`src/rtl/lppc_ram.sv`:
```
// Generic single-write, single-read synchronous RAM with a registered read.
// Stands alone; width and depth come from its parameters.
`default_nettype none
module lppc_ram #(
  parameter int WIDTH_P = 32,
  parameter int DEPTH_P = 16
) (
  input  wire logic                       clk_i,
  input  wire logic                       we_i,
  input  wire logic [$clog2(DEPTH_P)-1:0] waddr_i,
  input  wire logic [WIDTH_P-1:0]         wdata_i,
  input  wire logic [$clog2(DEPTH_P)-1:0] raddr_i,
  output logic      [WIDTH_P-1:0]         rdata_o
);

  logic [WIDTH_P-1:0] mem_q [DEPTH_P];
  logic [WIDTH_P-1:0] rdata_q;

  always_ff @(posedge clk_i) begin
    if (we_i) begin
      mem_q[waddr_i] <= wdata_i;
    end
    rdata_q <= mem_q[raddr_i];
  end

  assign rdata_o = rdata_q;

endmodule
`default_nettype wire

```
`config.mk`:
```
export PLATFORM = sky130hd
export DESIGN_NAME = lppc_ram
export DESIGN_NICKNAME = d
export VERILOG_FILES = /design/src/rtl/lppc_ram.sv
export SDC_FILE = /design/constraint.sdc
export NUM_CORES = 1
export LEC_CHECK = 0
export BUFFER_PORTS_ARGS = -buffer_cell sky130_fd_sc_hd__buf_2
export CAP_MARGIN = 20
export CORE_ASPECT_RATIO = 1.4
export CORE_UTILIZATION = 65
export DETAILED_ROUTE_END_ITERATION = 8
export GPL_TIMING_DRIVEN = 0
export PLACE_DENSITY = 0.9
export SLEW_MARGIN = 20
export SYNTH_ARGS = -nofsm -noshare
export SYNTH_HDL_FRONTEND = slang
export SYNTH_SLANG_ARGS = --single-unit
```
`constraint.sdc`:
```
create_clock -name clk_i -period 9.5 [get_ports clk_i]
set_clock_uncertainty 0.1 [all_clocks]
set_input_delay 2.85 -clock clk_i [delete_from_list [all_inputs] [get_ports clk_i]]
set_output_delay 2.85 -clock clk_i [all_outputs]
set_load 0.005 [all_outputs]
```
== Yosys cells after proc, flatten, opt, wreduce, memory -nomap -nowiden ==
Memories as Yosys holds them, arrays and structs flattened. A register that Yosys moved wholly into a read port is not among the register bits.
Index checks and enable logic that the tools add are counted.

* Bits in registers: 0
* Bits in writable memories: 512
* Bits of input ports: 42
* Output and inout bits: 32
* Logic and storage cells: 3
* Memories: 1

{| class="wikitable"
|+ Memory list
! memory !! words !! bits a word !! read ports !! clocked after Yosys merged registers in !! wr ports !! RTL line !! text
|-
| mem_q || 16 || 32 || 1 || 1 || 1 || 16 || <nowiki>logic [WIDTH_P-1:0] mem_q [DEPTH_P];</nowiki>
|}

* Mux-type cells: 2

{| class="wikitable"
|+ Operators with widths
! cell !! count
|-
| two-way mux 1 bit || 2
|}

== Longest topological paths before layout ==
* Depth in word-level cells: 2
* Depth in mapped cells: 5
* Gate-level depth less buffers: 3

== Worst setup path after synthesis ==
No wires, ideal clock.

* Kind: input to register
* Start: in waddr_i[2]
* End: mem mem_q[0][0], enable pin
* Library setup time: 0.461 ns
* Arrival time: 5.568 ns
* Data required time: 8.939 ns
* Path slack: 3.370 ns
* Stages on the path: 2
* Buffers on the path: 0
* Cell sequence: or3b_2 -> nor3_1

{| class="wikitable"
|+ RTL lines
! what !! RTL line !! text
|-
| start, declared || 10 || <nowiki>input wire logic [$clog2(DEPTH_P)-1:0] waddr_i,</nowiki>
|-
| end, declared || 16 ||
|}

Straight into the memory's write port.

== Worst setup path in the final report ==
* Start: in waddr_i[3]
* End: mem mem_q[4][1], enable pin

Straight into the memory's write port.

==> flow_summary.ini <==
[hold_path]
hp-class = reg2reg

[critical_path]
criticalPathCategory = in2reg
max_stage_delay_ps = 700
path_buf_inv = 3
critPathTopFamily = simple AND/OR/NAND/NOR gates
cp_data_required_time_ps = 9660
end_kind = flip-flop
cp.arrival_ps = 4530
path_cells = buf_2 > nand3b_1 > nor3_2 > buf_6 > buf_4
crit_path_top_delay_cell = nor3_2
path_max_fanout = 8
startpoint_type = primary input

[clock_tree]
clk_latency_ps = 570
cts_tree = done
cts_max_level = 2
cts_num_sinks = 544
root_buffer = clkbuf_16
post_cts_buffers = 0
cts_buffers = 47
cts.repair.resized = 0
max-clock-path-buffers = 3
cts_hold_buf = 0
clk_transition_reported_paths_ps = 70

[finish]
fin_util_pct = 75.9
nFillCells = 1478
nets = 1032
synthToLayoutAreaGrowth_pct = 14.9
regArea_mm2 = 0.0160
multi_input_area_mm2 = 0.00373
fin_area_mm2 = 0.0228
fin_cells = 1415
drive_above_1_share_pct = 32.2

[global_routing]
grt_pass1_wl_um = 69800
overflow = 0
grt_usage_pct = 32.5
antenna_found_initial = 1
grt_max_degree = 20
grt_pass1_vias = 10326

[detailed_routing]
drc = 0
top_layer_used = met4
m1WireLength_um = 16200
wl_um = 48300
wl_met3_um = 5290
route.met2.wl_um = 24500
postRouteAntennaNets = 0
drtPass1Iterations = 5
first_iter_violations = 1488
viasPerCell = 7.06
vias = 9993
wire_per_inst_um = 34.1

[sta]
period_share_pct = 46.0
rsz0062_at_grt = false
maxSlewViolCount = 0
fin_crit_ps = 4370
max_freq_mhz = 229
setup_viol = 0
worst_slew_pin_slew_ps = 956
hold_viol_final = 0
setup_tns_ps = 0
relSlewSlack_pct = 36.3

[synthesis]
ys_ff_latch = 544
ys_types = 18
synth_edf_count = 512
yosys.area_share.simple_pct = 1.27
synth_compound_area_share_pct = 2.42
synth_top_flop_cell = edfxtp_1
syn-instance-count = 838
yosysMostFrequentCell = edfxtp_1
synth_mux_area_share_pct = 14.5
synth_nets = 880
yosys_warnings = 0
syn_area_per_cell_um2 = 23.7
synth-xor-area-share_pct = 0
ys_seq_area_share_pct = 80.7
synthTopCellsByArea = edfxtp_1 (77%), mux4_2 (15%), dfxtp_1 (3.2%)
synth_top_family_by_area = multiplexers
synthAdderAreaFrac_pct = 0
yosysTopAreaCellShare_pct = 77.4
synthTopCellsByCount = edfxtp_1 (512), mux4_2 (128), a22oi_1 (64)
synth_top_cell_by_area = edfxtp_1
syn_area_mm2 = 0.0199
async_reset_ff_share_pct = 0

[placed_design]
place_hpwl_um = 27300
dp.cells = 1326
io_buffer_count = 71
routabilityCongestion = 0.728
place_area_mm2 = 0.0213

[power_and_ir_drop]
peakVddDrop_mv = 0.149
report.power.total_w = 0.00483
power_density_mw_per_mm2 = 212
leakagePower_nw = 7.39

[die]
core-area_mm2 = 0.0300
num_rows = 75
initial_core_util_pct = 66.1
die_w_um = 150
num_io_pins = 74
chipHeight_um = 209
die_area_mm2 = 0.0313

[outcome]
status = complete, no violations

[run]
cap_violations = 0
-- tightest hold or removal path, cell delays in order, from the launching register on --
cell and delay, ps:
edfxtp_1 320, mux4_2 220, a22oi_1 60, nand2_1 50
-- routing by layer --
layer	vias to the layer above	GRT usage, %
met4	0	13.9
li1	3882	-
met5	-	0
met3	157	5.85
met1	5129	44.0
met2	825	52.8
-- registers in the layout (all words and copies together) (netlist names) --
| name | cells |
|---|---|
| mem_q | 512 |
| rdata_o | 32 |
-- final timing paths --
check | start | end | slack, ps | cells past startpoint
max | waddr_i[3] | mem_q[4][1] | 5130 | 5
min | mem_q[12][3] | rdata_o[3] | 570 | 3
max reg2reg | mem_q[9][22] | rdata_o[22] | 7950 | 3
min reg2reg | mem_q[12][3] | rdata_o[3] | 570 | 3
-- cell usage in the layout (no fill, tap or decap) --
| master | netlist | layout |
|---|---|---|
| nand3_1 | 1 | 1 |
| buf_1 | 9 | 9 |
| buf_16 | 0 | 8 |
| diode_2 | 0 | 2 |
| clkinv_4 | 0 | 2 |
| buf_12 | 0 | 4 |
| and2_1 | 1 | 1 |
| nor2_1 | 13 | 1 |
| a22oi_1 | 64 | 64 |
| clkbuf_16 | 0 | 49 |
| buf_6 | 2 | 10 |
| nand3b_1 | 2 | 2 |
| bufinv_16 | 0 | 2 |
| dfxtp_1 | 32 | 32 |
| nand2_1 | 33 | 33 |
| edfxtp_1 | 512 | 512 |
| clkinv_2 | 0 | 7 |
| clkbuf_8 | 0 | 5 |
| buf_8 | 0 | 3 |
| or3b_2 | 1 | 1 |
| nor2b_1 | 2 | 2 |
| buf_2 | 4 | 75 |
| clkinvlp_4 | 0 | 1 |
| buf_4 | 11 | 20 |
| clkbuf_1 | 17 | 35 |
| nand2b_1 | 2 | 2 |
| clkinv_1 | 0 | 3 |
| nor2_4 | 0 | 12 |
| nor3_2 | 0 | 4 |
| mux4_2 | 128 | 128 |
-- per-stage QoR --
stage               hold slack [ps]  setup slack (ps)
floorplan                       535              3370
finish                          571              5130
CTS                             573              5140
global placement                545              1090
global route                    609              5090
detailed placement              564              4550
-- power breakdown --
part	leakage, nW	internal (W)	switching (W)	total [W]
registers	4.89	0.00268	0.0000199	0.00270
logic	1.76	0.000102	0.000152	0.000255
clock network	0.730	0.00105	0.000830	0.00188
total	7.39	0.00383	0.00100	0.00483
-- cells by family after synthesis --
kind of cell,after synthesis
AND/OR/NAND/NOR,59
flip-flops,544
AO/OA/AOI/OAI,64
multiplexers,128
buffers and inverters,43
-- final cells by class --
class	instances	share of cell area, %
multi-input cells	251	16.3
plain buffers	43	0.977
flip-flops and latches	544	70.2
diodes	2	0.0219
repair buffers	103	3.76
clock inverters	15	0.576
clock buffers	72	5.98
well taps	385	2.11
(Power assumes the default switching activity.)
