[config.mk]
export PLATFORM = sky130hd
export DESIGN_NAME = lppc_merge
export DESIGN_NICKNAME = d
export VERILOG_FILES = /design/src/rtl/lppc_pkg.sv /design/src/rtl/lppc_merge.sv
export SDC_FILE = /design/constraint.sdc
export NUM_CORES = 1
export LEC_CHECK = 0
export BUFFER_PORTS_ARGS = -buffer_cell sky130_fd_sc_hd__buf_2
export CAP_MARGIN = 20
export CORE_AREA = 4 4 134 136
export DETAILED_ROUTE_END_ITERATION = 8
export DIE_AREA = 0 0 138 140
export GPL_ROUTABILITY_DRIVEN = 1
export PLACE_DENSITY_LB_ADDON = 0.12
export SLEW_MARGIN = 20
export SYNTH_ARGS = -nofsm -noshare
export SYNTH_HDL_FRONTEND = slang
export SYNTH_SLANG_ARGS = --single-unit
[constraint.sdc]
create_clock -name vclk -period 7.98
set_input_delay 1.197 -clock vclk [all_inputs]
set_output_delay 1.197 -clock vclk [all_outputs]
set_load 0.01 [all_outputs]
[src/rtl/lppc_pkg.sv]
// Shared constants, codes and types for the layered pixel plane compositor.
// Depends on nothing; lppc_clear, lppc_merge, the top level and the testbench use it.
`default_nettype none
package lppc_pkg;

  localparam int LAYERS = 4;
  localparam int WIDTH  = 512;
  localparam int HEIGHT = 512;

  localparam int WORD_W  = 32;
  localparam int ROW_W   = LAYERS * WORD_W;
  localparam int X_W     = 9;
  localparam int Y_W     = 9;
  localparam int LAYER_W = 3;
  localparam int PIX_AW  = X_W + Y_W;
  localparam int DEPTH   = 1 << PIX_AW;
  localparam int SUM_W   = 13;
  localparam int ADDR_W  = 26;
  localparam int CFG_IW  = 2;
  localparam int CFG_DW  = 14;
  localparam int HALF_BITS = 16;

  localparam logic [WORD_W-1:0] HALF_MASK = 32'h0000_FFFF;

  localparam logic KIND_PUT    = 1'b0;
  localparam logic KIND_REMOVE = 1'b1;

  localparam logic [CFG_IW-1:0] REG_X_OFFSET    = 2'd0;
  localparam logic [CFG_IW-1:0] REG_Y_OFFSET    = 2'd1;
  localparam logic [CFG_IW-1:0] REG_PIXEL_BYTES = 2'd2;
  localparam logic [CFG_IW-1:0] REG_LINE_LENGTH = 2'd3;

  localparam logic [11:0] X_OFFSET_RST    = 12'd0;
  localparam logic [11:0] Y_OFFSET_RST    = 12'd0;
  localparam logic [2:0]  PIXEL_BYTES_RST = 3'd4;
  localparam logic [13:0] LINE_LENGTH_RST = 14'd2048;

  typedef struct packed {
    logic               kind;
    logic               err;
    logic               store_en;
    logic [LAYER_W-1:0] layer;
    logic [WORD_W-1:0]  color;
    logic [SUM_W-1:0]   x_sum;
    logic [SUM_W-1:0]   y_sum;
  } req_t;

  typedef struct packed {
    logic              active;
    logic [PIX_AW-1:0] addr;
  } clr_t;

endpackage
`default_nettype wire

[src/rtl/lppc_merge.sv]
// Row update and topmost-layer selection for one pixel of the layer memory.
// Depends on lppc_pkg.
`default_nettype none
module lppc_merge
  import lppc_pkg::*;
(
  input  wire logic [ROW_W-1:0]  row_i,
  input  wire req_t              req_i,
  output logic      [ROW_W-1:0]  row_o,
  output logic      [WORD_W-1:0] color_o
);

  logic [WORD_W-1:0] word;

  always_comb begin
    row_o   = row_i;
    color_o = req_i.color;
    for (int l = 0; l < LAYERS; l++) begin
      word = row_i[l*WORD_W +: WORD_W];
      if (LAYER_W'(l) == req_i.layer) begin
        word = (req_i.kind == KIND_PUT) ? req_i.color : '0;
      end
      row_o[l*WORD_W +: WORD_W] = word;
      if (req_i.store_en && (word != '0)) begin
        color_o = word;
      end
    end
  end

endmodule
`default_nettype wire

-- Yosys cells after proc, flatten, opt, wreduce, memory -nomap -nowiden
Cells that the tools add are included.
- bits in registers: 0
- input port bits: 192
- output and inout port bits: 160
- equal/unequal tests: 3
- mux-type cells: 9
- reductions and logical operators: 9
- operator list (cell ; count):
    32-bit 2-to-1 mux ; 9
    32-bit nonzero test ; 4
    2-bit by 3-bit equality test with 1-bit output, first input constant ; 2
    1-bit logical AND ; 4
    1-bit by 3-bit equality test with 1-bit output, first input constant ; 1
    3-bit zero test ; 1

-- Longest topological paths before layout
- word-level depth: 8
- mapped depth: 11
- mapped depth without buffers: 7

-- Least setup slack after synthesis
Ideal clock, no wire load.
- kind: input to output
- start: input port req_i[60] in the netlist's numbering
- end: output port color_o[13]
- arrival time: 3.475 ns
- required time: 6.783 ns
- path slack: 3.308 ns
- stages: 10
- buffers on the path: 4
- cell sequence: and3b_1 > buf_6 > buf_8 > mux2_2 > nor4_2 > nand4_1 > or4_1 > buf_2 > buf_6 > a311oi_1
- RTL lines (element ; RTL line ; RTL):
    start, declared ; lppc_merge.sv:8 ; input wire req_t req_i,
    2-bit by 3-bit equality test with 1-bit output ; lppc_merge.sv:20 ; if (LAYER_W'(l) == req_i.layer) begin
    32-bit 2-to-1 mux ; lppc_merge.sv:20 ;
    via row_o[97] ; lppc_merge.sv:9 ; output logic [ROW_W-1:0] row_o,
    32-bit nonzero test ; lppc_merge.sv:24 ; if (req_i.store_en && (word != '0)) begin
    1-bit logical AND ; lppc_merge.sv:24 ;
    32-bit 2-to-1 mux ; lppc_merge.sv:24 ;
    end, declared ; lppc_merge.sv:10 ; output logic [WORD_W-1:0] color_o
The timed path passes the listed nets, and every way through them passes these cells.

-- Worst setup path in the final report
- start: input port req_i[60] in the netlist's numbering
- end: output port color_o[18]
- word-level cells in the longest chain between the ends: 8
- RTL lines (element ; RTL line):
    3-bit zero test ; lppc_merge.sv:20
    32-bit 2-to-1 mux ; lppc_merge.sv:20
    32-bit nonzero test ; lppc_merge.sv:24
    1-bit logical AND ; lppc_merge.sv:24
    32-bit 2-to-1 mux (3 in series) ; lppc_merge.sv:24
    32-bit 2-to-1 mux (*) ; lppc_merge.sv:24
Every way passes the cells marked *; elsewhere a longest branch is shown, timed or not.

==> flow_summary_export.csv <==
group,metric,value,unit
run_status,outcome,"finished, final reports clean",
cells_and_area,n_clock_buffer,0,
drt,drt-total-wl,28200,microns
clock_tree,holdBufCountCts,0,
grt,grt_usage,0.269,
cells_and_area,final_cell_mix,"buf_2 (324), nand2_1 (149), o21ai_0 (65), inv_1 (51), a311oi_1 (43)",
power_and_ir_drop,clock_power_share,0,
drt,routedWlPerCell,23.5,microns
cells_and_area,fillCellCount,1980,
drt,firstDrtPassIters,5,
drt,route.vias.total,6824,
cells_and_area,layout-drive-gt1-share,0.402,
power_and_ir_drop,pwr-share-seq,0,
timing,tns,0,ns
setup_path,endpoint_kind,"primary output",
clock_tree,post_cts_buffers,0,
timing,max_slew_margin,0.234,
grt,antenna_found_initial,4,
grt,grt_pass1_wl,41400,microns
drt,drcViolationCount,0,
setup_path,cp_data_arrival_time,5.52,ns
power_and_ir_drop,p_total,0.408,mW
grt,grt_max_degree,72,
setup_path,startpoint,"req_i[60]",
cells_and_area,seq_cells,0,
floorplanning,ioPinCount,352,
floorplanning,coreArea,0.0169,sq mm
floorplanning,start_util,0.259,
power_and_ir_drop,combPwrFrac,1.000,
clock_tree,postCtsResizedCells,0,
logic_synthesis,syn_area,0.00438,sq mm
setup_path,crit_required,6.78,ns
cells_and_area,area_growth_syn_to_layout,40.8,%
power_and_ir_drop,swShare,0.607,
timing,max_freq,149,MHz
drt,vias_per_cell,5.68,
grt,grt_pass1_vias,6490,
floorplanning,die_w,138,microns
hold_path,min_path_type,"in2out",
timing,rsz0062_at_grt,"false",
power_and_ir_drop,p_int,0.160,mW
power_and_ir_drop,netSwitchingPower,0.247,mW
timing,final-setup-viol-count,0,
setup_path,cp-start-kind,"primary input",
cells_and_area,final_common_cell,"buf_2",
placed_design,gp_congestion,0.875,
setup_path,crit_type,"in2out",
floorplanning,design.die.area,0.0193,sq mm
placed_design,portBuffers,325,
logic_synthesis,syn-num-nets,894,
power_and_ir_drop,ir_drop,0.0230,mV
power_and_ir_drop,p_leak,3.02,nW
floorplanning,rows,48,
power_and_ir_drop,power_density,66.1,mW/mm^2
timing,fin_crit_sh,0.842,
hold_path,hold_end,"row_o[92]",
cells_and_area,final_nets,1167,
logic_synthesis,yosysUniqueCellTypes,39,
placed_design,dp_hpwl,21800,microns
logic_synthesis,ys_warn_count,0,
cells_and_area,regArea,0,sq um
floorplanning,die_y,140,microns
drt,antenna_left,0,
drt,drt_first_iter_violations,481,
setup_path,worstPathMaxFanout,32,
hold_path,worstHoldPathCells,4,
timing,worstMarginPinSlew,1.15,ns
timing,period_needed,6.72,ns
hold_path,hold_start,"row_i[92]",
run,cap_violations,0,
grt,grt_overflow_total,0,
timing,hold_violations,0,
timing,slew_violations,0,
logic_synthesis,postSynthCellCount,702,
logic_synthesis,yosysSeqAreaShare,0,
logic_synthesis,syn_avg_cell_area,6.24,sq um
## final cells by class
| type | count | area, sq um | area share |
|---|---|---|---|
| multi-input cells | 580 | 3910 | 0.634 |
| repair buffers | 342 | 1780 | 0.288 |
| well taps | 225 | 282 | 0.0456 |
| inverters | 51 | 191 | 0.0310 |
| diodes | 3 | 7.51 | 0.00122 |
## kinds of logic after synthesis
family                 Yosys count  synth area share
and+or+nand+nor                311             0.382
buffers and inverters          122             0.118
AOI/OAI and AO/OA              236             0.416
muxes                           33            0.0840
## worst max-delay path: stages
cell	delay [ns]
buf_2	0.12
and3b_2	0.71
buf_4	0.35
mux2_2	0.40
nor4_1	0.59
nand2_1	0.21
or4_2	1.22
a311oi_1	0.51
buf_2	0.20
## worst max-delay path by stage
| stage | endpoint |
|---|---|
| global placement | color_o[18] |
| floorplan | color_o[13] |
| global route | color_o[18] |
| detailed placement | color_o[18] |
| CTS | color_o[18] |
| finish | color_o[18] |
## stage by stage
step	hold WS [ns]	std cells	util	setup slack, ns	cell area (sq um)
after detailed placement	2.74	1196	0.362	1.33	6130
final	2.75	1201	0.364	1.26	6170
after CTS	2.75	1196	0.362	1.33	6130
after floorplan	2.54	702	-	3.31	4380
after global routing	2.76	1201	0.364	1.20	6170
after global placement	2.75	1196	0.362	1.35	6130
## synthesized netlist by cell type, types with 2 or more instances
cell	instances	area, sq um
or3_1	2	12.5
buf_6	6	67.6
a21boi_0	25	188
mux2_4	3	45.0
a311oi_1	43	377
mux2i_1	16	160
mux2_2	12	135
nor4_1	33	206
and3b_1	23	201
nor3b_1	10	75.1
inv_1	51	191
nand3b_1	32	240
nor2_1	14	52.6
a311oi_2	21	315
nor2b_1	25	156
nand4_1	6	37.5
a31oi_1	2	12.5
and4_1	4	35.0
o211ai_1	33	248
o21ai_0	65	325
nand2b_1	3	18.8
nand2_1	150	563
clkbuf_1	63	236
mux2i_2	2	27.5
nor4_2	2	25.0
or4_1	3	22.5
o21a_1	41	308
## metal layers
metal	vias to the layer above	routed length (microns)	share of wire	track usage
li1	3179	-	-	-
met1	3225	12500	0.44	0.381
met2	381	13100	0.46	0.445
met3	37	2110	0.075	0.0328
met4	2	529	0.019	0.0463
met5	-	8	0.00028	0
## power groups by stage
stage	clock [mW]	sequential [mW]	combinational, mW
floorplan	0	0	0.220
global placement	0	0	0.404
detailed placement	0	0	0.403
CTS	0	0	0.404
global route	0.0000000503	0	0.441
finish	0.0000000503	0	0.408
No activity file was read; power rests on OpenSTA's default activity.
