<file path="src/rtl/lppc_pkg.sv">
// Shared constants, codes and types for the layered pixel plane compositor.
// Depends on nothing; lppc_clear, lppc_merge, the top level and the testbench use it.
`default_nettype none
package lppc_pkg;

  localparam int LAYERS = 4;
  localparam int WIDTH  = 512;
  localparam int HEIGHT = 512;

  localparam int WORD_W  = 32;
  localparam int ROW_W   = LAYERS * WORD_W;
  localparam int X_W     = 9;
  localparam int Y_W     = 9;
  localparam int LAYER_W = 3;
  localparam int PIX_AW  = X_W + Y_W;
  localparam int DEPTH   = 1 << PIX_AW;
  localparam int SUM_W   = 13;
  localparam int ADDR_W  = 26;
  localparam int CFG_IW  = 2;
  localparam int CFG_DW  = 14;
  localparam int HALF_BITS = 16;

  localparam logic [WORD_W-1:0] HALF_MASK = 32'h0000_FFFF;

  localparam logic KIND_PUT    = 1'b0;
  localparam logic KIND_REMOVE = 1'b1;

  localparam logic [CFG_IW-1:0] REG_X_OFFSET    = 2'd0;
  localparam logic [CFG_IW-1:0] REG_Y_OFFSET    = 2'd1;
  localparam logic [CFG_IW-1:0] REG_PIXEL_BYTES = 2'd2;
  localparam logic [CFG_IW-1:0] REG_LINE_LENGTH = 2'd3;

  localparam logic [11:0] X_OFFSET_RST    = 12'd0;
  localparam logic [11:0] Y_OFFSET_RST    = 12'd0;
  localparam logic [2:0]  PIXEL_BYTES_RST = 3'd4;
  localparam logic [13:0] LINE_LENGTH_RST = 14'd2048;

  typedef struct packed {
    logic               kind;
    logic               err;
    logic               store_en;
    logic [LAYER_W-1:0] layer;
    logic [WORD_W-1:0]  color;
    logic [SUM_W-1:0]   x_sum;
    logic [SUM_W-1:0]   y_sum;
  } req_t;

  typedef struct packed {
    logic              active;
    logic [PIX_AW-1:0] addr;
  } clr_t;

endpackage
`default_nettype wire

</file>
<file path="src/rtl/lppc_clear.sv">
// Clearing sweep that zeroes the layer memory one row per cycle after reset.
// Depends on lppc_pkg.
`default_nettype none
module lppc_clear
  import lppc_pkg::*;
(
  input  wire logic clk_i,
  input  wire logic rst_ni,
  output clr_t      clr_o
);

  logic              active_q, active_d;
  logic [PIX_AW-1:0] cnt_q, cnt_d;

  always_comb begin
    active_d = active_q;
    cnt_d    = cnt_q;
    if (active_q) begin
      cnt_d = cnt_q + PIX_AW'(1);
      if (&cnt_q) begin
        active_d = 1'b0;
      end
    end
  end

  always_ff @(posedge clk_i or negedge rst_ni) begin
    if (!rst_ni) begin
      active_q <= 1'b1;
      cnt_q    <= '0;
    end else begin
      active_q <= active_d;
      cnt_q    <= cnt_d;
    end
  end

  assign clr_o.active = active_q;
  assign clr_o.addr   = cnt_q;

endmodule
`default_nettype wire

</file>
<file path="config.mk">
export PLATFORM = sky130hd
export DESIGN_NAME = lppc_clear
export DESIGN_NICKNAME = d
export VERILOG_FILES = /design/src/rtl/lppc_pkg.sv /design/src/rtl/lppc_clear.sv
export SDC_FILE = /design/constraint.sdc
export NUM_CORES = 1
export LEC_CHECK = 0
export ABC_AREA = 1
export BUFFER_PORTS_ARGS = -buffer_cell sky130_fd_sc_hd__buf_2
export CAP_MARGIN = 20
export CORE_MARGIN = 2
export CORE_UTILIZATION = 40
export CTS_CLUSTER_DIAMETER = 150
export DETAILED_ROUTE_END_ITERATION = 8
export GPL_ROUTABILITY_DRIVEN = 0
export PLACE_DENSITY = 0.61
export SLEW_MARGIN = 10
export SYNTH_ARGS = -nofsm -noshare
export SYNTH_HDL_FRONTEND = slang
export SYNTH_SLANG_ARGS = --single-unit
</file>
<file path="constraint.sdc">
create_clock -name clk_i -period 4.5 [get_ports clk_i]
set_clock_uncertainty 0.15 [all_clocks]
set_input_delay 0.45 -clock clk_i [delete_from_list [all_inputs] [get_ports clk_i]]
set_output_delay 0.45 -clock clk_i [all_outputs]
set_load 0.01 [all_outputs]
</file>
# Word level (Yosys, flattened, before mapping)

Index checks and enable logic that the tools add are counted.
Widths: inputs -> output; s select.

Register bits after elaboration: 19
Bits of input ports: 2

$add $sub $neg: 1
Mux-type cells: 2
Reduce and logical (&&, ||, !) cells: 1

Operators by type and width:

| operator              | count |
|---|---|
| $add 18x1->18 const B | 1 |
| $reduce_and 18->1     | 1 |
| $mux 1                | 2 |

# Logic depth before layout (Yosys ltp)

Gate-level depths: netlist of run 1.

Depth after elaboration: 3
Gate-level depth with buffers: 8
Depth with buffers taken out: 8

# Worst setup path before layout of run 1

OpenSTA, ideal clock, no wires.

Kind: reg-to-reg
Start point: register active_q
End point: register cnt_q[15]
Library setup time: 117 ps
Data arrival time: 1232 ps
Required time: 4233 ps
Slack: 3002 ps
Stages on the path, launching flop included: 9
Cell sequence: dfstp_2 -> buf_2 -> nand2_2 -> nor2_4 -> nand2_4 -> nor2_8 -> nand2_1 -> nand2_1 -> nand2_1

RTL lines:

| element                | RTL line         | RTL |
|---|---|---|
| start, declared        | lppc_clear.sv:12 | `logic active_q, active_d;` |
| start signal, assigned | lppc_clear.sv:31 | `active_q <= active_d;` |
| end signal, assigned   | lppc_clear.sv:32 | `cnt_q <= cnt_d;` |
| end, declared          | lppc_clear.sv:13 | `logic [PIX_AW-1:0] cnt_q, cnt_d;` |

# Worst setup path after layout of run 1

Start point: register active_q
End point: output port clr_o[18] (netlist name)

RTL lines:

| element       | RTL line        | RTL |
|---|---|---|
| end, declared | lppc_clear.sv:9 | `output clr_t clr_o` |

No word-level cell between the ends.

==> results of run 1 <==
## path summary, 6_finish.rpt
check,to,slack [ns],start
setup reg to reg,cnt_q[12],2.86,cnt_q[0]
hold / removal,cnt_q[12],0.38,cnt_q[12]
setup / recovery,clr_o[18],2.79,active_q
min in group asynchronous,cnt_q[5],0.45,rst_ni
hold reg to reg,cnt_q[12],0.38,cnt_q[12]
max in group asynchronous,active_q,3.41,rst_ni
## repair_timing
action	in CTS	in global routing
endpoints found under the hold margin	18	0
gates resized for setup	0	0
hold buffers	1	0
## kinds of logic (layout without fill, tap and decap cells)
kind of cell / count (synthesis) / in the layout / synth area share [%]
xor gates and xnor gates: 12 / 12 / 11.0
adders and majority gates: 1 / 1 / 1.22
buffers and inverters: 17 / 40 / 6.72
DFF: 19 / 19 / 46.6
muxes: 1 / 1 / 1.10
and+or+nand+nor: 70 / 70 / 33.4
## registers in the layout, summed over array words and instances, names as in the netlist
register  flops
active_q      1
cnt_q        18
## per-layer routing
| layer | share of wire [%] | vias up |
|---|---|---|
| met3 | 5.0 | 4 |
| met4 | 1.5 | 0 |
| met2 | 45 | 19 |
| met5 | 0 | - |
| li1 | - | 413 |
| met1 | 48 | 373 |
## placed cells by master, fill, tap and decap left out, drive strengths merged
cell and count:
nand4 6, ha 1, clkbuf 4, mux2 1
nor2 18, nand3b 2, inv 15, nand2 39
dfstp 1, dlygate4sd3 1, xnor2 5, dfrtp 18
xor2 7, nand3 5, buf 20
## where the power goes
group / leakage [uW] / internal, uW / switching (uW) / total [uW]
combinational: 0.000411 / 0.876 / 3.34 / 4.22
clock: 0.0000150 / 34.4 / 52.7 / 87.2
sequential: 0.000262 / 171 / 0 / 171
## cell type report
| class | instances | area [sq um] |
|---|---|---|
| clock buffers | 4 | 26.3 |
| fillers | 236 | 1270 |
| inverters | 15 | 56.3 |
| multi-input cells | 84 | 478 |
| flip-flops and latches | 19 | 477 |
| well taps | 30 | 37.5 |
| repair buffers | 21 | 110 |
## synth_stat cells, types with 2 or more instances
master and count:
nor2_1 13, xor2_1 6, nand3b_1 2, dfrtp_1 18, nand2_1 36, inv_1 15
nand3_1 5, nand4_1 5, nand2_2 2, nor2_2 3, xnor2_1 5
## per-stage QoR
step | total power (uW) | hold slack [ns] | std cells | area, sq um | util, %
floorplan | 174 | 0.00441 | 120 | 1020 | -
global placement | 178 | 0.266 | 168 | 1150 | 46.8
detailed placement | 178 | 0.271 | 168 | 1150 | 46.8
CTS | 266 | 0.382 | 173 | 1180 | 48.3
global route | 273 | 0.414 | 173 | 1180 | 48.3
finish | 262 | 0.377 | 173 | 1180 | 48.3
==> impl_metrics.env, run 1 <==
export IMPL_viasPerCell=4.68
export IMPL_post_dp_hpwl_mm=1.59
export IMPL_antenna_found_initial=0
export IMPL_met3_usage_pct=3.01
export IMPL_synth_area_sq_mm=0.00102
export IMPL_powerDensity_mw_per_mm2=221
export IMPL_drive_gt1_share_pct=24.5
export IMPL_leakage_uw=0.000688
export IMPL_drv_cap=0
export IMPL_pre_cts_slack_ns=2.88
export IMPL_grt_max_degree=20
export IMPL_start_util_pct=41.7
export IMPL_core_sq_mm=0.00245
export IMPL_netlist_cell_type_count=21
export IMPL_crit_fanout=9
export IMPL_synth_edf_count=0
export IMPL_layout_nets=147
export IMPL_grt_busiest_layer="met2"
export IMPL_period_share_pct=38.0
export IMPL_postRouteAntennaNets=0
export IMPL_period_needed_ns=1.71
export IMPL_slew_violations=0
export IMPL_endpoint_kind="output port"
export IMPL_io_pins=21
export IMPL_clock_fmax_mhz=585
export IMPL_yosysSeqAreaShare_pct=46.6
export IMPL_antenna_cells=0
export IMPL_area_delta_synth_final_pct=15.8
export IMPL_run_status="finished clean"
export IMPL_clk_path_buf_depth=2
export IMPL_r2r_cells=5
export IMPL_wl_per_cell_um=11.7
export IMPL_post_route_drc_count=0
export IMPL_h_tree_depth=1
export IMPL_hold_class="reg2reg"
export IMPL_die_area_sq_mm=0.00298
export IMPL_netlist_instances=120
export IMPL_cp_depth=1
export IMPL_clk_latency_ns=0.30
export IMPL_max_slew_margin_pct=71.1
export IMPL_vdd_ir_drop_max_mv=0.148
export IMPL_whs_path_depth=1
export IMPL_rsz0062_at_grt="false"
export IMPL_avgSynthCellArea_sq_um=8.53
export IMPL_cts_buffers=3
export IMPL_crit_path_max_incr_delay_ns=0.65
export IMPL_cts_root_buffer="clkbuf_4"
export IMPL_clk_pin_slew_ns=0.11
export IMPL_portBuffers=20
export IMPL_cts_tree="yes"
export IMPL_dieWidth_um=54.6
export IMPL_synth_largest_area_cell="dfrtp_1"
export IMPL_fin_setup_tns_ns=0
export IMPL_wl_mm=2.02
export IMPL_async_flop_share_pct=100
export IMPL_cts_sinks=19
export IMPL_rows=18
export IMPL_grt_pass1_wl_mm=3.44
export IMPL_synth_flop_cell="dfrtp_1"
export IMPL_cp_cell_sequence="buf_2"
export IMPL_grt_pass1_vias=789
export IMPL_ys_warn_count=0
export IMPL_yosys_top_cells_area="dfrtp_1, nand2_1, inv_1, xor2_1, nor2_1"
export IMPL_cp_slowest_cell="dfstp_2"
export IMPL_vias=809
export IMPL_crit_family="flip-flops"
export IMPL_gr_usage_met1_pct=22.0
export IMPL_setup_viol=0
export IMPL_worst_ep_required_time_ns=3.90
export IMPL_synthesis_nets=123
export IMPL_die_h_um=54.6
export IMPL_gr_usage_met2_pct=25.0
export IMPL_grt_usage_pct=16.3
export IMPL_startpoint_type="flip-flop"
export IMPL_worstSetupPathType="reg2out"
export IMPL_overflow=0
export IMPL_hold_viol=0
export IMPL_cts_setup_buffers=0
export IMPL_tightest_slew_ns=0.434
export IMPL_path_buf_inv=1
export IMPL_ys_ff_latch=19
export IMPL_first_pass_iters=4
export IMPL_dr_first_iter_drc_count=11
export IMPL_synth_top_area_share_pct=44.0
export IMPL_setup_slack_ns=2.79
export IMPL_worstPathArrival_ns=1.11
Note: power is estimated with default switching activity, not from simulation.
==> run 2: changes to the inputs <==
clock period = 1.6 ns   (was 4.5 ns; I/O delays follow)
==> run 2 against run 1 <==
  * Clock power grew to 2.8 times the previous value
  * Setup slack lost 2.7 ns
  * Utilization grew 2.4 points
  * Largest power group unchanged
==> impl_metrics.env, run 2 (synthesis results as in run 1) <==
export IMPL_run_status="finished clean"
export IMPL_viasPerCell=4.64
export IMPL_grt_pass1_vias=775
export IMPL_die_h_um=54.6
export IMPL_cts_buffers=3
export IMPL_period_needed_ns=1.53
export IMPL_start_util_pct=41.7
export IMPL_multiInputGateArea_sq_um=490
export IMPL_hold_class="in2async"
export IMPL_fin_area_sq_mm=0.00124
export IMPL_wl_mm=2.07
export IMPL_dr_first_iter_drc_count=16
export IMPL_die_area_sq_mm=0.00298
export IMPL_worstSetupPathType="reg2reg"
export IMPL_clk_latency_ns=0.30
export IMPL_core_sq_mm=0.00245
export IMPL_overflow=0
export IMPL_grt_pass1_wl_mm=3.46
export IMPL_drv_cap=0
export IMPL_dpl_cell_area_sq_mm=0.00117
export IMPL_slew_violations=0
export IMPL_crit_fanout=5
export IMPL_io_pins=21
export IMPL_cts_root_buffer="clkbuf_4"
export IMPL_pre_cts_slack_ns=0.0871
export IMPL_post_route_drc_count=0
export IMPL_setup_slack_ns=0.0683
export IMPL_vdd_ir_drop_max_mv=0.465
export IMPL_instances_no_fill=179
export IMPL_largest_reg_flops=18
export IMPL_hold_viol=0
export IMPL_antenna_found_initial=0
export IMPL_fin_setup_tns_ns=0
export IMPL_clk_path_buf_depth=2
export IMPL_clk_pin_slew_ns=0.11
export IMPL_fillCellCount=232
export IMPL_layout_commonest_cell="nand2_1"
export IMPL_antenna_cells=0
export IMPL_worstPathArrival_ns=1.57
export IMPL_startpoint_type="flip-flop"
export IMPL_layout_nets=153
export IMPL_vias=830
export IMPL_top_regs="cnt_q x18, active_q x1"
export IMPL_h_tree_depth=1
export IMPL_setup_viol=0
export IMPL_wl_per_cell_um=11.5
export IMPL_powerDensity_mw_per_mm2=593
export IMPL_cts_sinks=19
export IMPL_grt_max_degree=20
export IMPL_first_pass_iters=4
export IMPL_clock_fmax_mhz=653
export IMPL_period_share_pct=95.7
export IMPL_drive_gt1_share_pct=28.9
export IMPL_seqCellArea_sq_um=477
export IMPL_rrSetupSlack_ns=0.07
export IMPL_worst_ep_required_time_ns=1.64
export IMPL_place_inst=171
export IMPL_cts_tree="yes"
export IMPL_rows=18
export IMPL_leakage_uw=0.000724
export IMPL_tightest_slew_ns=0.445
export IMPL_portBuffers=20
export IMPL_mostFrequentLayoutCells="nand2_1, buf_2, dfrtp_1"
export IMPL_post_dp_hpwl_mm=1.58
export IMPL_endpoint_kind="flip-flop"
export IMPL_postRouteAntennaNets=0
export IMPL_dieWidth_um=54.6
export IMPL_area_delta_synth_final_pct=21.5
export IMPL_max_slew_margin_pct=70.3
export IMPL_grt_usage_pct=16.8
export IMPL_regMostFlops="cnt_q"
[run 2: cell types whose count changed in the layout (fill, tap and decap cells not counted)]
cell and change:
buf_4 +6, nor2_4 +2, nor2_1 -1, clkinv_2 +1, clkbuf_1 -1, nor2_2 -1
[run 2: power by group]
group	switching, uW	internal, uW
clock network	152	93.1
registers	0	480
logic	9.64	2.46
[run 2: timing repair]
action	4_1_cts	5_1_grt
hold endpoints to repair	19	0
setup buffers	0	3
hold buffers	1	0
endpoints found under the setup margin	0	3
gates resized for setup	0	3
[run 2: worst paths after layout]
| path | from | endpoint | cells after the start |
|---|---|---|---|
| setup / recovery | active_q | cnt_q[12] | 5 |
| hold / removal | rst_ni | cnt_q[6] | 2 |
| setup reg to reg | active_q | cnt_q[12] | 5 |
| hold reg to reg | cnt_q[4] | cnt_q[4] | 1 |
| max in group asynchronous | rst_ni | active_q | 2 |
| min in group clk_i | cnt_q[4] | cnt_q[4] | 1 |
[run 2: metal layers]
metal	part of all wire, %	global-route usage [%]
met1	48	21.6
met2	48	27.2
met3	3.1	2.46
met4	0.92	8.75
met5	0	0
[run 2: metrics by stage]
stage               power [uW]  hold WS [ns]  utilization (%)
global route               780         0.202             50.7
floorplan                  489        -0.286                -
finish                     738         0.175             50.7
CTS                        752         0.179             49.2
global placement           500       -0.0250             47.7
detailed placement         500       -0.0202             47.7
[run 2: worst max-delay path, cell delays in order, from the launching register on]
cell	delay (ns)
dfstp_2	0.59
buf_4	0.13
nand4_2	0.20
nor2_4	0.17
nand2_1	0.08
xnor2_1	0.13
[run 2: cell type report]
| type | count | area share, % |
|---|---|---|
| clock buffers | 3 | 1.81 |
| repair buffers | 27 | 12.5 |
| inverters | 15 | 4.53 |
| clock inverters | 1 | 0.402 |
| multi-input cells | 84 | 39.4 |
| flip-flops and latches | 19 | 38.3 |
| well taps | 30 | 3.02 |
==> run 3: changes to the inputs <==
ABC_AREA = not set   (was 1)
PLACE_DENSITY = 0.63   (was 0.61)
==> run 3 against run 2 <==
  * Die area down 14%
  * Critical path type unchanged
  * Synthesized cell count down 38%
  * Routed wire length decreased by 16%
  * Final cell count is 24% lower
  * Sequential share of layout area is 4.4 points higher
  * First-iteration DRC count is 56% lower
  * Clock power barely moved
  * Utilization rose by 5.5 points
  * Hold slack worse by 0.013 ns
  * Design area is 9.6% lower
  * Global-route usage fell by 1.2 points
==> impl_metrics.env, run 3 <==
export IMPL_period_share_pct=94.1
export IMPL_vdd_ir_drop_max_mv=0.410
export IMPL_clk_latency_ns=0.30
export IMPL_antenna_cells=0
export IMPL_multiInputGateArea_sq_um=369
export IMPL_endpoint_kind="flip-flop"
export IMPL_cp_startpoint="active_q"
export IMPL_post_dp_hpwl_mm=1.21
export IMPL_start_util_pct=43.4
export IMPL_synthesis_nets=78
export IMPL_cts_root_buffer="clkbuf_4"
export IMPL_grt_pass1_vias=654
export IMPL_top_regs="cnt_q x18, active_q x1"
export IMPL_rsz0062_at_grt="false"
export IMPL_netlist_instances=75
export IMPL_synth_edf_count=0
export IMPL_synth_area_sq_um=870
export IMPL_yosysMostFrequentCell="dfrtp_1"
export IMPL_clk_path_buf_depth=2
export IMPL_crit_fanout=5
export IMPL_cts_buffers=3
export IMPL_hold_class="in2async"
export IMPL_antenna_found_initial=0
export IMPL_grt_pass1_wl_mm=2.97
export IMPL_drv_cap=0
export IMPL_clk_pin_slew_ns=0.11
export IMPL_h_tree_depth=1
export IMPL_drive_gt1_share_pct=45.0
export IMPL_dpl_cell_area_sq_mm=0.00107
export IMPL_mostFrequentLayoutCells="buf_2, dfrtp_1, buf_4"
export IMPL_instances_no_fill=136
export IMPL_period_needed_ns=1.51
export IMPL_area_delta_synth_final_pct=29.4
export IMPL_core_sq_mm=0.00200
export IMPL_ys_warn_count=0
export IMPL_die_area_sq_mm=0.00256
export IMPL_yosysSeqAreaShare_pct=54.8
export IMPL_worstSetupPathType="reg2reg"
export IMPL_rrSetupSlack_ns=0.09
export IMPL_largest_reg_flops=18
export IMPL_fin_total_pwr_uw=740
export IMPL_layout_nets=113
export IMPL_die_h_um=50.6
export IMPL_ys_ff_latch=19
export IMPL_layout_commonest_cell="buf_2"
export IMPL_worstPathArrival_ns=1.58
export IMPL_synth_commonest_cells="dfrtp_1, xnor2_1, xor2_1"
export IMPL_dieWidth_um=50.6
export IMPL_wl_per_cell_um=12.8
export IMPL_first_pass_iters=4
export IMPL_regMostFlops="cnt_q"
export IMPL_slew_violations=0
export IMPL_post_route_drc_count=0
export IMPL_synth_top_area_share_pct=51.8
export IMPL_io_pins=21
export IMPL_fillCellCount=195
export IMPL_fin_setup_tns_ns=0
export IMPL_run_status="finished clean"
export IMPL_async_flop_share_pct=100
export IMPL_fin_area_sq_mm=0.00112
export IMPL_worst_ep_required_time_ns=1.68
export IMPL_seqCellArea_sq_um=480
export IMPL_viasPerCell=4.75
export IMPL_cts_tree="yes"
export IMPL_r2r_start="active_q"
export IMPL_powerDensity_mw_per_mm2=658
export IMPL_max_slew_margin_pct=72.3
export IMPL_grt_max_degree=20
export IMPL_overflow=0
export IMPL_synth_flop_cell="dfrtp_1"
export IMPL_setup_viol=0
export IMPL_place_inst=130
export IMPL_postRouteAntennaNets=0
export IMPL_vias=646
export IMPL_wl_mm=1.73
export IMPL_yosys_top_cells_area="dfrtp_1, xnor2_1, xor2_1, nor3_2, nand4_1"
export IMPL_portBuffers=20
export IMPL_holdWs_ns=0.161
export IMPL_hold_viol=0
export IMPL_synth_largest_area_cell="dfrtp_1"
export IMPL_dr_first_iter_drc_count=7
export IMPL_tightest_slew_ns=0.415
export IMPL_avgSynthCellArea_sq_um=11.6
export IMPL_startpoint_type="flip-flop"
export IMPL_grt_usage_pct=15.7
export IMPL_netlist_cell_type_count=22
export IMPL_leakage_uw=0.000582
export IMPL_rows=16
export IMPL_cts_sinks=19
export IMPL_clock_fmax_mhz=664
## run 3: cells by family (layout without fill, tap and decap cells)
| kind of cell | Yosys count | after routing | synth area share (%) |
|---|---|---|---|
| AOI/OAI and AO/OA | 1 | 1 | 1.29 |
| xor gates and xnor gates | 17 | 17 | 17.1 |
| and+or+nand+nor | 29 | 29 | 19.6 |
| DFF | 19 | 19 | 54.8 |
| adders and majority gates | 1 | 1 | 1.44 |
| buffers and inverters | 7 | 41 | 4.46 |
| muxes | 1 | 1 | 1.29 |
## run 3: stage by stage
step           util [%]  worst slack [ns]
4_1_cts            55.7           0.00890
6_report           56.2            0.0942
2_1_floorplan         -           -0.0134
5_1_grt            56.2           0.00685
3_3_place_gp       53.5          -0.00449
3_5_place_dp       53.5          -0.00626
## run 3: power breakdown
part | total (uW) | leakage (uW) | internal [uW] | switching [uW]
registers | 480 | 0.000257 | 480 | 0
logic | 11.5 | 0.000310 | 2.47 | 8.99
clock network | 249 | 0.0000150 | 97.2 | 151
## run 3: final timing paths
path,endpoint,cells after the start
worst max-delay path,cnt_q[15],5
worst min-delay path,cnt_q[5],2
worst max register to register,cnt_q[15],5
worst min register to register,active_q,1
max in group asynchronous,active_q,2
min in group clk_i,active_q,1
## run 3: repair_timing
item                                    4_1_cts  5_1_grt
pin swaps                                     1        0
endpoints found under the setup margin        5        6
buffers inserted                              1        0
gates resized for setup                       0        4
endpoints found under the hold margin        19        0
hold buffers                                  1        0
## run 3: cell type report
cell class	count	share of cell area (%)
multi-input cells	49	32.8
inverters	4	1.33
flip-flops and latches	19	42.7
repair buffers	33	17.8
clock buffers	4	2.34
well taps	27	3.00
## run 3: metal layers
metal  wire length (um)  global-route usage, %  part of all wire (%)  vias to the layer above
met5                  0                      0                     0                        -
met4                 23                   6.76                   1.3                        0
met3                 74                   2.68                   4.3                        3
met2                807                   24.8                    47                       17
met1                829                   21.1                    48                      308
li1                   -                      -                     -                      318
## run 3: critical path: stages, from the launching register on
cell	delay, ns
dfstp_2	0.57
and3_1	0.18
nand4_1	0.08
buf_4	0.16
nor3_2	0.13
xor2_1	0.16
